**src/rtl/laser_scan_cluster_segmenter_core_defines.svh**
```systemverilog
// assertion macros shared by the segmenter modules
// no dependencies
`ifndef LASER_SCAN_CLUSTER_SEGMENTER_CORE_DEFINES_SVH
`define LASER_SCAN_CLUSTER_SEGMENTER_CORE_DEFINES_SVH

// same-cycle implication
`define LSCS_ASSERT_IMP(name, clk_i, rstn_i, ante, cons) \
	name: assert property (@(posedge clk_i) disable iff (!rstn_i) (ante) |-> (cons)) \
		else $error("lscs assertion failed");

// next-cycle implication
`define LSCS_ASSERT_NEXT(name, clk_i, rstn_i, ante, cons) \
	name: assert property (@(posedge clk_i) disable iff (!rstn_i) (ante) |=> (cons)) \
		else $error("lscs assertion failed");

`endif

```
**src/rtl/lscs_pkg.sv**
```systemverilog
// types, constants and command/status structs of the scan segmenter
// no dependencies
package lscs_pkg;

	localparam int unsigned MAX_POINTS = 2048;
	localparam int POS_W  = 24;
	localparam int CELL_W = 17;
	localparam int CNT_W  = 12;
	localparam int SUM_W  = 36;
	localparam int SPAN_W = 18;
	localparam int LANES  = 3;
	localparam int DIV_CNT_W = $clog2(SUM_W);

	localparam logic [CNT_W-1:0] CNT_MAX = CNT_W'(MAX_POINTS);
	localparam logic [DIV_CNT_W-1:0] DIV_LAST = DIV_CNT_W'(SUM_W - 1);

	localparam logic [15:0] NEAR_GAP_RST  = 16'd205;
	localparam logic [22:0] FAR_RANGE_RST = 23'd23552;
	localparam logic [15:0] FAR_SLOPE_RST = 16'd572;

	localparam logic [SPAN_W-1:0] SPAN_MIN = 18'd2;
	localparam logic [SPAN_W-1:0] SPAN_LIM = 18'd20;
	localparam logic [9:0]        AREA_LIM = 10'd400;

	typedef enum logic [2:0] {
		REG_SENSOR_X,
		REG_SENSOR_Y,
		REG_SENSOR_Z,
		REG_NEAR_GAP,
		REG_FAR_RANGE,
		REG_FAR_SLOPE
	} reg_idx_t;

	typedef struct packed {
		logic signed [POS_W-1:0] sensor_x;
		logic signed [POS_W-1:0] sensor_y;
		logic signed [POS_W-1:0] sensor_z;
		logic [15:0]             near_gap;
		logic [22:0]             far_range;
		logic [15:0]             far_slope;
	} cfg_t;

	// multiplier schedule of the gap test
	typedef enum logic [3:0] {
		MS_DX,
		MS_DY,
		MS_NG,
		MS_RX,
		MS_RY,
		MS_FR,
		MS_SL,
		MS_TLO,
		MS_THI
	} mstep_t;

	typedef struct packed {
		logic   load_pt;
		logic   mul;
		logic   acc;
		mstep_t step;
		logic   start;
		logic   join_pt;
		logic   div_init;
		logic   div_step;
		logic   out_load;
		logic   out_last;
		logic   clear;
	} dp_cmd_t;

	typedef struct packed {
		logic open;
		logic scan_end;
		logic join_ok;
		logic out_free;
	} dp_stat_t;

endpackage

```
**src/rtl/lscs_regs.sv**
```systemverilog
// configuration register file on the apb-style port
// depends on lscs_pkg
module lscs_regs (
	input  logic             clk,
	input  logic             arst_n,
	input  logic             psel,
	input  logic             penable,
	input  logic             pwrite,
	input  logic [4:0]       paddr,
	input  logic [31:0]      pwdata,
	output logic [31:0]      prdata,
	output logic             pready,
	output lscs_pkg::cfg_t   cfg
);

	lscs_pkg::cfg_t cfg_q;
	lscs_pkg::reg_idx_t idx;

	assign idx    = lscs_pkg::reg_idx_t'(paddr[4:2]);
	assign pready = 1'b1;
	assign cfg    = cfg_q;

	always_ff @(posedge clk or negedge arst_n) begin
		if (!arst_n) begin
			cfg_q.sensor_x  <= '0;
			cfg_q.sensor_y  <= '0;
			cfg_q.sensor_z  <= '0;
			cfg_q.near_gap  <= lscs_pkg::NEAR_GAP_RST;
			cfg_q.far_range <= lscs_pkg::FAR_RANGE_RST;
			cfg_q.far_slope <= lscs_pkg::FAR_SLOPE_RST;
		end else if (psel && penable && pwrite) begin
			unique case (idx)
				lscs_pkg::REG_SENSOR_X:  cfg_q.sensor_x  <= pwdata[23:0];
				lscs_pkg::REG_SENSOR_Y:  cfg_q.sensor_y  <= pwdata[23:0];
				lscs_pkg::REG_SENSOR_Z:  cfg_q.sensor_z  <= pwdata[23:0];
				lscs_pkg::REG_NEAR_GAP:  cfg_q.near_gap  <= pwdata[15:0];
				lscs_pkg::REG_FAR_RANGE: cfg_q.far_range <= pwdata[22:0];
				lscs_pkg::REG_FAR_SLOPE: cfg_q.far_slope <= pwdata[15:0];
				default: ;
			endcase
		end
	end

	always_comb begin
		unique case (idx)
			lscs_pkg::REG_SENSOR_X:  prdata = {8'd0, cfg_q.sensor_x};
			lscs_pkg::REG_SENSOR_Y:  prdata = {8'd0, cfg_q.sensor_y};
			lscs_pkg::REG_SENSOR_Z:  prdata = {8'd0, cfg_q.sensor_z};
			lscs_pkg::REG_NEAR_GAP:  prdata = {16'd0, cfg_q.near_gap};
			lscs_pkg::REG_FAR_RANGE: prdata = {9'd0, cfg_q.far_range};
			lscs_pkg::REG_FAR_SLOPE: prdata = {16'd0, cfg_q.far_slope};
			default:                 prdata = '0;
		endcase
	end

endmodule

```
**config.mk**
```make
export PLATFORM = sky130hd
export DESIGN_NAME = lscs_regs
export DESIGN_NICKNAME = d
export VERILOG_FILES = /design/src/rtl/laser_scan_cluster_segmenter_core_defines.svh /design/src/rtl/lscs_pkg.sv /design/src/rtl/lscs_regs.sv
export SDC_FILE = /design/constraint.sdc
export NUM_CORES = 1
export LEC_CHECK = 0
export BUFFER_PORTS_ARGS = -buffer_cell sky130_fd_sc_hd__buf_2
export CAP_MARGIN = 20
export CORE_AREA = 2 2 113 115
export CTS_CLUSTER_DIAMETER = 120
export CTS_CLUSTER_SIZE = 12
export DETAILED_ROUTE_END_ITERATION = 8
export DIE_AREA = 0 0 115 117
export GPL_ROUTABILITY_DRIVEN = 0
export PLACE_DENSITY = 0.78
export SYNTH_ARGS = -nofsm -noshare
export SYNTH_HDL_FRONTEND = slang
export SYNTH_SLANG_ARGS = --single-unit
```
**constraint.sdc**
```tcl
create_clock -name clk -period 2.6 [get_ports clk]
set_input_delay 0.13 -clock clk [delete_from_list [all_inputs] [get_ports clk]]
set_output_delay 0.13 -clock clk [all_outputs]
set_load 0.02 [all_outputs]
```
After elaboration in Yosys (flattened, before gate mapping)
Cells that the tools add are included.

storage, ports and cells
  bits in latches = 0
  flip-flop bits (word level) = 127
  memory bits (read-only) = 0
  bits of input ports = 42
  memories kept = 0
  bits in writable memories = 0
  output and inout bits = 160
  word-level logic and storage cells = 21

operators by class
  reduce and logical (&&, ||, !) cells = 9
  equality and inequality tests = 5
  $mul = 0
  div/mod/pow operators = 0
  order comparisons = 0
  add/sub/neg operators = 0
  shift-type cells = 0
  bitwise operators = 0
  mux-type cells = 1

operator list
  kind                                                                   count
  24-bit case mux with 6 select lines                                    1
  2-bit AND reduction                                                    6
  3-bit by 2-bit equality test with 1-bit output, second input constant  2
  3-bit equality test, second input constant                             2
  3-bit by 1-bit equality test with 1-bit output, second input constant  1
  3-bit zero test                                                        1
  1-bit logical AND                                                      2

Logic depth before layout (Yosys ltp)
  depth in word-level cells = 3
  mapped depth = 6
  mapped depth without buffers = 3

Least setup slack after synthesis
Ideal clock, no wire load.

  path kind = input to register
  start point = input paddr[3]
  end point = register cfg_q (netlist bit cfg[10])
  library setup time = 0.125 ns
  path buffers = 3
  path slack = 1.220 ns
  stages = 6
  arrival time = 1.256 ns
  required time = 2.475 ns
  cell sequence = buf_4 -> nand2b_1 -> buf_4 -> nor2_4 -> buf_6 -> mux2_2

between the ends
  cells in the longest elaborated chain, start to end = 2

ends and longest elaborated chain
  item                                  RTL line         source
  from (decl)                           lscs_regs.sv:9   input logic [4:0] paddr,
  3-bit equality test                   lscs_regs.sv:32  unique case (idx)
  2-bit AND reduction (no source line)  -
  to (decl)                             lscs_regs.sv:16  lscs_pkg::cfg_t cfg_q;

No other way between the ends.
A chain may end at the register's enable or synchronous reset.

Worst setup path after layout
  start point = input paddr[4]
  end point = output prdata[5]

between the ends
  cells in the longest elaborated chain, start to end = 2
  elaborated cells on any way between the ends = 7
  classes of those cells = 5 x eq/ne; 1 x mux; 1 x reduce/logical

ends and longest elaborated chain
  item                                         RTL line         source
  3-bit equality test (tied with other cells)  lscs_regs.sv:45  unique case (idx)
  24-bit case mux with 6 select lines (*)      lscs_regs.sv:45
  to (decl)                                    lscs_regs.sv:11  output logic [31:0] prdata,

Every way passes the cells marked *; elsewhere a longest branch is shown, timed or not.

==> run summary <==
The critical path is of the in2out type. The final-report max-slew violation count is 0. The global routing usage summed across all routing layers is approximately a quarter. The number of inserted filler cells in the final layout is 980.

The worst hold margin is roughly 0.017 ns. The share of total power in the clock network is between 30% and 40%. The cell family contributing the most delay on the critical path is buffers and inverters. For this run, design rule violations remaining after detail routing come to 0. The flow ran to the end, and the final reports show no timing, DRC or antenna violations. The leakage power total is around 3.9 nW.

The number of nets with antenna violations after detailed routing is 0. The power density normalized to cell area came out at just under 900 nW/µm². The average footprint of a synthesized cell came out at roughly 14 µm².

The CTS buffer count is 17. The number of hold violations in the final report came to 0. Setup repair after global routing left no endpoint under its margin. Once the floorplan was initialized, standard cells occupied between 40 and 50% of the core.

At the worst endpoint, the required time is between 2 and 2.5 ns. The number of warnings reported in the yosys synthesis log is 0. The total negative slack is 0 ns. The worst slew margin relative to its limit is 42.64%. The worst hold path begins at pwdata[2]. Post-CTS timing repair inserted 0 buffers for setup. The min-delay analysis places its worst path in the category in2reg.

Counting instances, the worst hold path has a depth of 2. The number of antenna violations at the first check in global routing is 0. For this run, the register share of the synthesized area comes to 53.05%.

Of all nets on the critical path, the largest fanout is 20. The total of max-cap violations came out at 0. The final layout contains ~670 nets. The number of iterations in the first detailed-routing pass came out at 4.

The netlist uses 34 different library cells. Among the stages of the critical path, the cell type that occurs most often is buf_2. The final clock period utilization by the worst path is about two thirds.

In this run, the number of DRC markers left after iteration 0 of detailed routing was ~180. The first global-routing pass estimated roughly 25000 µm of wire. After detailed routing, the number of vias per cell comes to ~5.6.

The via count is 4384. The cell area after synthesis came out at between 6000 and 7000 µm². The top cell type's share of synthesized area came out at about 47%. The clock-pin slew of the registers on the worst-case setup and hold paths came out at roughly 0.060 ns. The fraction of layout instances using a drive strength above 1 is a little over three fifths. The floorplan has 41 rows.

The remaining global-route overflow is 0. The port buffer count is ~180. The root buffer cell chosen for the clock tree is clkbuf_16.

The maximum number of pins on one net before global-route repair is 66. For this design the top-level I/O count stands at 202. The fraction of power spent switching nets came out at 32.69%.

The post-route clock skew came out at 0 ns. The area overhead of the layout relative to synthesis is 28.21%. The area inside the core boundary came out at about 12000 µm².

The critical path goes through buf_2, inv_1, a21oi_1, o221ai_1, buf_2. The maximum root-to-sink buffer count came out at 2. STA classifies the critical path startpoint as an input pin.

The biggest area contributor in the post-synthesis netlist is dfrtp_1. The count of mapped cells out of synthesis is around 430. The slowest stage of the critical path belongs to the cell inv_1. The total setup violations reported at the end of the flow is 0. The critical path data arrival time is roughly 1.6 ns. The sequential group share of total power came out at roughly two fifths.

The floorplan die area came out at ~13000 µm². The delay of the slowest cell on the worst path came out at 0.68 ns. The number of global-route vias before repair came out at 4539. The routed length per placed instance came out at a little over 20 µm.

The register with the most flip-flops in the layout has approximately 130 of them. The antenna cell count came out at 0. The worst path in the final design needs a cycle of about 1.8 ns, including I/O delays and setup. The placed wire-length estimate after detailed placement came out at 11080 µm. The switching power total is approximately 2.2 mW. The number of synthesized register bits came out at between 100 and 150. The width of the die is approximately 120 µm. By area the synthesized netlist is led by dfrtp_1 (47%), mux2_2 (26%), dfstp_2 (6.1%).

In this run the worst setup path begins at paddr[4]. The worst IR drop on VDD came out at 0.0006422 V. The cell depth of the worst flop-to-flop path is 1. The combinational share of power came out at 27.1%. The tree built by TritonCTS fans out to about 130 sinks. The chip height is 117 µm.

The sum of buffers and inverters on the critical path is 3. STA classifies the critical path endpoint as an output pin. The clock reaches the later pin of the worst-skew pair after 0.42 ns.

For the pin with the worst max-slew slack, the measured transition is around 0.86 ns. The highest achievable clock rate came out at around 570 MHz. The final routed wirelength across all metal layers came out at 16020 µm.

The maximum level of the CTS H-tree is 4. The internal power of the cells totals around 4.6 mW. The startpoint identified for the worst register-to-register timing path is cfg[82]. Post-CTS repair changed the size of 0 cells. TritonCTS built the clock tree. The critical path runs through a total of 5 cells.
layout by cell type (no fill, tap or decap), drive strengths merged:
cell,netlist,layout
a221oi,4,4
buf,33,202
conb,2,9
o2bb2ai,7,7
nor2,8,8
mux2i,36,36
o21a,1,1
bufinv,0,2
nor2b,2,2
dfstp,14,14
clkbuf,6,20
a211oi,2,2
dlygate4sd3,0,9
or2,1,1
nand3b,1,1
clkinv,0,9
nand2b,2,2
nand3,3,3
a31o,7,7
a21oi,5,5
nand4b,1,1
nand2,8,8
clkinvlp,0,1
or3,7,7
mux2,138,138
a311o,2,2
dfrtp,113,113
inv,1,1
nor3,2,2
and3b,3,3
nor3b,1,1
a31oi,4,4
nand4,1,1
o221ai,10,10
through the flow:
stage	cells	power (mW)	utilization [%]	setup slack, ns	cell area (µm²)
after global routing	786	7.126	62.72	0.6926	7722
after detailed placement	745	4.576	57.39	0.7372	7066
final	786	6.809	62.72	0.8334	7722
after floorplan	432	3.854	-	1.220	6050
after CTS	786	6.858	62.72	0.8305	7722
after global placement	745	4.503	57.39	0.7507	7066
per-layer routing:
layer	vias to the layer above	global-route usage [%]	routed length, µm
met5	-	0	0
met4	0	9.558	303
met1	2233	30.28	6664
met2	173	40.67	7917
li1	1956	-	-
met3	22	8.857	1137
area by class of cell:
class,instances,area (µm²),area share [%]
clock buffer,20,446.7,5.784
clock inverter,12,120.1,1.555
inverter,1,3.754,0.04861
multi-input combinational,265,2590,33.54
sequential,127,3196,41.38
tap,150,187.7,2.430
timing repair buffer,211,1179,15.26
cell usage after synthesis (all sizes together):
cell       n
nand3      3
conb       2
buf       33
and3b      3
dfstp     14
or3        7
mux2     138
nand4b     1
or2        1
nor3       2
nand4      1
clkbuf     6
o221ai    10
nor2       8
a211oi     2
mux2i     36
dfrtp    113
a311o      2
o2bb2ai    7
nand3b     1
a221oi     4
inv        1
o21a       1
a31o       7
a21oi      5
nor2b      2
a31oi      4
nand2      8
nor3b      1
nand2b     2
path summary, 6_finish.rpt:
check / to / slack, ns
max in group asynchronous: cfg[28] / 1.61
hold reg to reg: cfg[24] / 0.52
min in group asynchronous: cfg[17] / 0.16
setup / recovery: prdata[5] / 0.83
setup reg to reg: cfg[82] / 1.79
hold / removal: cfg[105] / 0.02
kinds of logic (layout without fill, tap and decap cells):
family	after synthesis	after routing	synth area share, %
other cells	2	9	0.1247
flops	127	127	53.05
compound gates	42	42	5.608
buf+inv	40	244	4.383
simple gates	40	40	5.048
mux	174	174	31.78
power by group through the flow:
stage | Clock, mW | Sequential (mW) | Combinational, mW
floorplan | 0 | 3.16 | 0.690
global placement | 0 | 2.70 | 1.81
detailed placement | 0 | 2.73 | 1.84
CTS | 2.29 | 2.70 | 1.86
global route | 2.38 | 2.76 | 1.98
finish | 2.26 | 2.70 | 1.85
what timing repair did:
action / CTS / global route
endpoints found under the hold margin: 53 / 0
setup endpoints to repair: 0 / 0
hold buffers: 9 / 0
Power figures use the tool's default switching activity.
