$ cat config.mk
export PLATFORM = sky130hd
export DESIGN_NAME = lscs_ctrl
export DESIGN_NICKNAME = d
export VERILOG_FILES = /design/src/rtl/lscs_pkg.sv /design/src/rtl/lscs_ctrl.sv
export VERILOG_INCLUDE_DIRS = /design/src /design/src/rtl
export SDC_FILE = /design/constraint.sdc
export NUM_CORES = 1
export LEC_CHECK = 0
export ABC_AREA = 1
export BUFFER_PORTS_ARGS = -buffer_cell sky130_fd_sc_hd__buf_2
export CAP_MARGIN = 40
export CELL_PAD_IN_SITES_DETAIL_PLACEMENT = 0
export CELL_PAD_IN_SITES_GLOBAL_PLACEMENT = 1
export CORE_MARGIN = 2
export CORE_UTILIZATION = 38
export DETAILED_ROUTE_END_ITERATION = 16
export PLACE_DENSITY_LB_ADDON = 0.1
export RECOVER_POWER = 50
export SETUP_SLACK_MARGIN = 0.1
export SLEW_MARGIN = 0
export SYNTH_ARGS = -nofsm -noshare
export SYNTH_HDL_FRONTEND = slang
export SYNTH_SLANG_ARGS = --single-unit
$ cat constraint.sdc
create_clock -name clk -period 1.45 [get_ports clk]
set_input_delay 0.0725 -clock clk [delete_from_list [all_inputs] [get_ports clk]]
set_output_delay 0.0725 -clock clk [all_outputs]
set_load 0.01 [all_outputs]
$ cat src/rtl/laser_scan_cluster_segmenter_core_defines.svh
// assertion macros shared by the segmenter modules
// no dependencies
`ifndef LASER_SCAN_CLUSTER_SEGMENTER_CORE_DEFINES_SVH
`define LASER_SCAN_CLUSTER_SEGMENTER_CORE_DEFINES_SVH

// same-cycle implication
`define LSCS_ASSERT_IMP(name, clk_i, rstn_i, ante, cons) \
	name: assert property (@(posedge clk_i) disable iff (!rstn_i) (ante) |-> (cons)) \
		else $error("lscs assertion failed");

// next-cycle implication
`define LSCS_ASSERT_NEXT(name, clk_i, rstn_i, ante, cons) \
	name: assert property (@(posedge clk_i) disable iff (!rstn_i) (ante) |=> (cons)) \
		else $error("lscs assertion failed");

`endif

$ cat src/rtl/lscs_pkg.sv
// types, constants and command/status structs of the scan segmenter
// no dependencies
package lscs_pkg;

	localparam int unsigned MAX_POINTS = 2048;
	localparam int POS_W  = 24;
	localparam int CELL_W = 17;
	localparam int CNT_W  = 12;
	localparam int SUM_W  = 36;
	localparam int SPAN_W = 18;
	localparam int LANES  = 3;
	localparam int DIV_CNT_W = $clog2(SUM_W);

	localparam logic [CNT_W-1:0] CNT_MAX = CNT_W'(MAX_POINTS);
	localparam logic [DIV_CNT_W-1:0] DIV_LAST = DIV_CNT_W'(SUM_W - 1);

	localparam logic [15:0] NEAR_GAP_RST  = 16'd205;
	localparam logic [22:0] FAR_RANGE_RST = 23'd23552;
	localparam logic [15:0] FAR_SLOPE_RST = 16'd572;

	localparam logic [SPAN_W-1:0] SPAN_MIN = 18'd2;
	localparam logic [SPAN_W-1:0] SPAN_LIM = 18'd20;
	localparam logic [9:0]        AREA_LIM = 10'd400;

	typedef enum logic [2:0] {
		REG_SENSOR_X,
		REG_SENSOR_Y,
		REG_SENSOR_Z,
		REG_NEAR_GAP,
		REG_FAR_RANGE,
		REG_FAR_SLOPE
	} reg_idx_t;

	typedef struct packed {
		logic signed [POS_W-1:0] sensor_x;
		logic signed [POS_W-1:0] sensor_y;
		logic signed [POS_W-1:0] sensor_z;
		logic [15:0]             near_gap;
		logic [22:0]             far_range;
		logic [15:0]             far_slope;
	} cfg_t;

	// multiplier schedule of the gap test
	typedef enum logic [3:0] {
		MS_DX,
		MS_DY,
		MS_NG,
		MS_RX,
		MS_RY,
		MS_FR,
		MS_SL,
		MS_TLO,
		MS_THI
	} mstep_t;

	typedef struct packed {
		logic   load_pt;
		logic   mul;
		logic   acc;
		mstep_t step;
		logic   start;
		logic   join_pt;
		logic   div_init;
		logic   div_step;
		logic   out_load;
		logic   out_last;
		logic   clear;
	} dp_cmd_t;

	typedef struct packed {
		logic open;
		logic scan_end;
		logic join_ok;
		logic out_free;
	} dp_stat_t;

endpackage

$ cat src/rtl/lscs_ctrl.sv
// controller: sequences gap test, cluster update, centroid divide and output
// depends on lscs_pkg and the assertion macro header
`include "laser_scan_cluster_segmenter_core_defines.svh"
module lscs_ctrl (
	input  logic               clk,
	input  logic               arst_n,
	input  logic               point_valid,
	output logic               point_ready,
	input  lscs_pkg::dp_stat_t st,
	output lscs_pkg::dp_cmd_t  cmd
);

	typedef enum logic [3:0] {
		S_IDLE,
		S_MUL,
		S_ACC,
		S_DECIDE,
		S_JOIN,
		S_START,
		S_DIV_INIT,
		S_DIV,
		S_OUT,
		S_CLEAR
	} state_t;

	state_t state_q;
	lscs_pkg::mstep_t step_q;
	logic [lscs_pkg::DIV_CNT_W-1:0] cnt_q;
	logic pend_start_q;

	always_ff @(posedge clk or negedge arst_n) begin
		if (!arst_n) begin
			state_q      <= S_IDLE;
			step_q       <= lscs_pkg::MS_DX;
			cnt_q        <= '0;
			pend_start_q <= 1'b0;
		end else begin
			unique case (state_q)
				S_IDLE: begin
					step_q <= lscs_pkg::MS_DX;
					if (point_valid) begin
						state_q <= st.open ? S_MUL : S_START;
					end
				end
				S_MUL: state_q <= S_ACC;
				S_ACC: begin
					if (step_q == lscs_pkg::MS_THI) begin
						state_q <= S_DECIDE;
					end else begin
						step_q  <= lscs_pkg::mstep_t'(step_q + 4'd1);
						state_q <= S_MUL;
					end
				end
				S_DECIDE: begin
					if (st.join_ok) begin
						state_q <= S_JOIN;
					end else begin
						pend_start_q <= 1'b1;
						state_q      <= S_DIV_INIT;
					end
				end
				S_JOIN: state_q <= st.scan_end ? S_DIV_INIT : S_IDLE;
				S_START: begin
					pend_start_q <= 1'b0;
					state_q      <= st.scan_end ? S_DIV_INIT : S_IDLE;
				end
				S_DIV_INIT: begin
					cnt_q   <= '0;
					state_q <= S_DIV;
				end
				S_DIV: begin
					if (cnt_q == lscs_pkg::DIV_LAST) begin
						state_q <= S_OUT;
					end else begin
						cnt_q <= cnt_q + 1'b1;
					end
				end
				S_OUT: begin
					if (st.out_free) begin
						state_q <= pend_start_q ? S_START : S_CLEAR;
					end
				end
				S_CLEAR: state_q <= S_IDLE;
				default: state_q <= S_IDLE;
			endcase
		end
	end

	assign point_ready = (state_q == S_IDLE);

	always_comb begin
		cmd          = '0;
		cmd.load_pt  = (state_q == S_IDLE) && point_valid;
		cmd.mul      = (state_q == S_MUL);
		cmd.acc      = (state_q == S_ACC);
		cmd.step     = step_q;
		cmd.start    = (state_q == S_START);
		cmd.join_pt  = (state_q == S_JOIN);
		cmd.div_init = (state_q == S_DIV_INIT);
		cmd.div_step = (state_q == S_DIV);
		cmd.out_load = (state_q == S_OUT) && st.out_free;
		cmd.out_last = !pend_start_q;
		cmd.clear    = (state_q == S_CLEAR);
	end

	`LSCS_ASSERT_NEXT(a_split_pends, clk, arst_n, (state_q == S_DECIDE) && !st.join_ok, pend_start_q)
	`LSCS_ASSERT_IMP(a_join_no_pend, clk, arst_n, state_q == S_JOIN, !pend_start_q)

endmodule

Yosys cells after proc, flatten, opt, wreduce, memory -nomap -nowiden
Index checks and enable logic that the tools add are counted.
{ "op_classes": {"eq_ne": 17, "mux": 15, "n_reduce_logical": 12, "addsub": 2} }
{ "op_table": {"columns": ["cell", "n"], "rows": [
  ["one-hot mux 4 bit (8 select lines)", 1],
  ["2-to-1 mux 4 bit", 5],
  ["== test 4 x 3 -> 1 bit (second input constant)", 4],
  ["== test 4 bit (second input constant)", 3],
  ["one-hot mux 6 bit (2 select lines)", 1],
  ["inequality test 2 bit (second input constant)", 5],
  ["== test 4 x 2 -> 1 bit (second input constant)", 2],
  ["one-hot mux 4 bit (2 select lines)", 1],
  ["adder 6 x 1 -> 6 bit (second input constant)", 1],
  ["== test 6 bit (second input constant)", 1],
  ["2-to-1 mux 3 bit", 2],
  ["2-to-1 mux 6 bit", 1],
  ["AND reduction 2 bit", 3],
  ["nonzero test 2 bit", 3],
  ["adder 4 x 1 -> 4 bit (second input constant)", 1],
  ["== test 4 x 1 -> 1 bit (second input constant)", 1],
  ["logical NOT 4 bit", 1],
  ["2-to-1 mux 2 bit", 2],
  ["AND reduction 3 bit", 1],
  ["logical AND 1 bit", 2],
  ["inequality test 2 x 1 -> 1 bit (second input constant)", 1],
  ["one-hot mux 1 bit (2 select lines)", 1],
  ["OR reduction 2 bit", 1],
  ["logical NOT 1 bit", 1],
  ["2-to-1 mux 1 bit", 1]
]} }
{ "word_totals": {"out_inout_bits": 15, "elab_cells": 50, "input_bits": 7, "regBits": 15} }

Logic depth before layout (Yosys ltp)
{ "depth": {"word_depth": 3, "mapped_depth": 9, "mapped_depth_nobuf": 9} }

Worst setup path after synthesis
OpenSTA, ideal clock, no wires.
{ "synth_timing": {"path_type": "flip-flop to flip-flop", "from": "reg cnt_q[0] (netlist bit)", "to": "reg state_q[2]", "synth_period_minus_slack_ps": 1293, "t_required_ps": 1332, "stages_incl_launch_ff": 10, "path_slack_ps": 157, "arrival_ps": 1175, "setup_time_ps": 118, "path_buffers": 0, "cell_sequence": "dfrtp_1 ha_1 nand2_1 inv_1 nand3_1 nand2_4 inv_2 nor2_4 nand2_1 nand2_1"} }
{ "synth_via": {"elab_chain_cells": 3} }
{ "synth_rtl": {"columns": ["element", "line_no", "source"], "rows": [
  ["from (decl)", "lscs_ctrl.sv:28", "logic [lscs_pkg::DIV_CNT_W-1:0] cnt_q;"],
  ["from (signal assigned)", "lscs_ctrl.sv:75", "cnt_q <= cnt_q + 1'b1;"],
  ["== test 6 bit", "lscs_ctrl.sv:72", "if (cnt_q == lscs_pkg::DIV_LAST) begin"],
  ["inequality test 2 x 1 -> 1 bit (no line)", null, null],
  ["AND reduction 3 bit (no line)", null, null],
  ["to (signal assigned)", "lscs_ctrl.sv:62", "S_JOIN: state_q <= st.scan_end ? S_DIV_INIT : S_IDLE;"],
  ["to (signal assigned)", "lscs_ctrl.sv:65", "state_q <= st.scan_end ? S_DIV_INIT : S_IDLE;"],
  ["to (signal assigned)", "lscs_ctrl.sv:80", "state_q <= pend_start_q ? S_START : S_CLEAR;"],
  ["to (decl)", "lscs_ctrl.sv:26", "state_t state_q;"]
]} }
Every way passes these cells.
A chain may end at the register's enable or synchronous reset.

==> results.md <==
* Die height at 54.8 um
* Critical path endpoint category: primary output
* Slowest-stage cell, CP: dfrtp_2
* Gr ovfl total at 0
* Drc violations at 0
* Worst hold slack at 0.0555 ns
* Slew @ Worst Pin at 0.849 ns
* Max VDD drop at 1010 uV
* Clock sinks at 15
* Worst path cell trace: nor2_4 > nand2_2 > nor2_1 > buf_2
* Die Wd at 54.8 um
* Final hold violation count at 0
* Leak at 0.687 nW
* Number of flops mapped to enable cells by yosys at 0
* Fill cell count at 255
* Skew final at 0.00966 ns
* Die Area at 3010 um^2
* CP required at 1.38 ns
* Layout cells sized above 1 at 39.5%
* Fin area at 1360 um^2
* Crit path launch type: register
* Crit Path Class: register to primary output
* Max-Cap Viols at 0
* Final slew viol count at 0
* Prevailing post-synth register cell: dfrtp_1
* Clk root buf: clkbuf_4
* IO Pins at 22
* Synth Instances at 127
* H-Tree Depth at 1
* Relative slew slack at 43.4%
* DP Wirelength at 1760 um
* Diode count at 0
* DRT iter0 DRCs at 16
* Gr usage total at 17.5%
* Core Area at 2450 um^2
* Multi-input logic area at 608 um^2
* Netlist cell types at 23
* Placed inst area at 1140 um^2
* Most frequent cells in the layout: nand2_1, buf_2, inv_1, nand3_1, buf_4
* Post-layout nets at 178
* Min cycle time layout at 1.36 ns
* CTS clk-pin slew, worst paths at 0.08 ns
* CTS tree: yes
* Cell row count at 18
* Vias at 966
* Status: finished clean
* Worst Hold Class: input port to register
* Area Overhead vs Synth at 38.2%
* Cell family with most CP delay: flip-flops
* Reg area at 380 um^2
* Pwr dens at 1790 nW/um^2
* Gpl congestion at 0.800
* Synthesized Nets at 137
* Antenna Nets Post-Route at 0
* First-pass GRT wire length at 3680 um
* Final setup vio count at 0
* Avg WL per Cell at 12.3 um
* Clk_lat worst skew at 0.28 ns
* Synthesis-stage register bit count at 15
* Unrepaired setup endpoints after global routing: true
* Crit-path max cell delay at 0.48 ns
* Ys async rst share at 100%
* Setup TNS at 0 ns
* Seq/Total Area, Yosys at 38.2%
* Final wirelength at 2420 um
* Period utilization at 93.5%
* DR pass1 iterations at 4
* Worst Path Arrival at 1.28 ns
* Initial Util at 40.0%
* Largest net degree at the start of global routing at 16
* Initial antenna violation count at 0
* Port bufs at 21
* CP Buf/Inv Count at 1
* Achievable frequency at 0.737 GHz
* Routed vias/inst at 4.90
* Most common cell after layout, fill and taps aside: nand2_1
* Max clock buf depth at 2
* Synthesized area at 982 um^2
* Finished Core Util at 55.3%
* Number of global-route vias before repair at 875
* Crit path max fanout at 6
* Post-Syn Area per Cell at 7.73 um^2
* YS warnings at 0
* CTS Buf Count at 3
-- final timing paths --
| check | start | to | slack (ns) | depth (start not counted) |
|---|---|---|---|---|
| max | state_q[1]$_DFFE_PN0P_ | cmd[13] | 0.09 | 4 |
| min | st[1] | pend_start_q$_DFFE_PN0P_ | 0.06 | 3 |
| max reg2reg | cnt_q[0]$_DFFE_PN0P_ | cnt_q[2]$_DFFE_PN0P_ | 0.14 | 8 |
| min reg2reg | step_q[3]$_DFFE_PN0P_ | step_q[3]$_DFFE_PN0P_ | 0.50 | 1 |
| max in group asynchronous | arst_n | state_q[0]$_DFFE_PN0P_ | 0.46 | 2 |
| min in group asynchronous | arst_n | cnt_q[3]$_DFFE_PN0P_ | 0.40 | 2 |
-- worst reg2reg max path: cells and delay by family (launching register included) --
family        cells  cell delay [ns]
fa+ha+maj         1             0.17
buf+inv           1             0.06
flops             1             0.41
simple gates      6             0.58
-- area by class of cell --
cell class | count | share of cell area (%)
clock buffer | 4 | 1.94
inverter | 18 | 5.35
multi-input combinational | 94 | 44.8
sequential | 15 | 28.0
tap | 30 | 2.76
timing repair buffer | 36 | 17.1
-- kinds of logic (layout without fill, tap and decap cells) --
kind of cell,count (synthesis),count (layout),synth area share [%]
buffers and inverters,18,58,6.88
adders and majority gates,3,3,3.82
DFF,15,15,38.2
xor gates and xnor gates,3,3,2.68
and+or+nand+nor,75,75,40.3
AOI/OAI and AO/OA,13,13,8.15
-- flip-flops by register name, summed over array words and instances, names as in the netlist --
register and flops:
state_q 4, pend_start_q 1, step_q 4, cnt_q 6
-- routing by layer --
metal,global-route usage [%],vias to the layer above,routed length [um]
li1,-,494,-
met1,19.4,458,1030
met2,32.7,14,1300
met3,5.74,0,86
met4,2.50,0,0
met5,0,-,0
-- power breakdown --
part           internal [mW]  switching (mW)
Clock                  0.107           0.132
Combinational          0.629           0.838
Sequential             0.549           0.177
-- what timing repair did --
item | 4_1_cts | 5_1_grt
setup endpoints to repair | 17 | 22
hold buffers | 1 | 0
pin swaps | 3 | 8
gates resized for setup | 11 | 19
buffers inserted | 6 | 6
endpoints found under the hold margin | 15 | 0
-- through the flow --
step           std cells  setup slack (ns)  total power [mW]
2_1_floorplan        127             0.157              1.48
3_3_place_gp         180             0.111              1.81
3_5_place_dp         180            0.0873              1.81
4_1_cts              191            0.0957              2.24
5_1_grt              197            0.0261              2.63
6_report             197            0.0939              2.43
-- cells in the mapped netlist, drive strengths merged, types with 2 or more instances --
cell type	number	area share, %
xor2	3	2.7
nand2	37	17
nor3	3	1.5
dfrtp	15	38
or2	2	1.3
a21oi	3	2.7
nand3	13	6.6
ha	3	3.8
nor2	13	9.4
nand4	5	3.2
nand3b	2	1.5
o21ai	8	4.1
inv	18	6.9
Note: power is estimated with default switching activity, not from simulation.
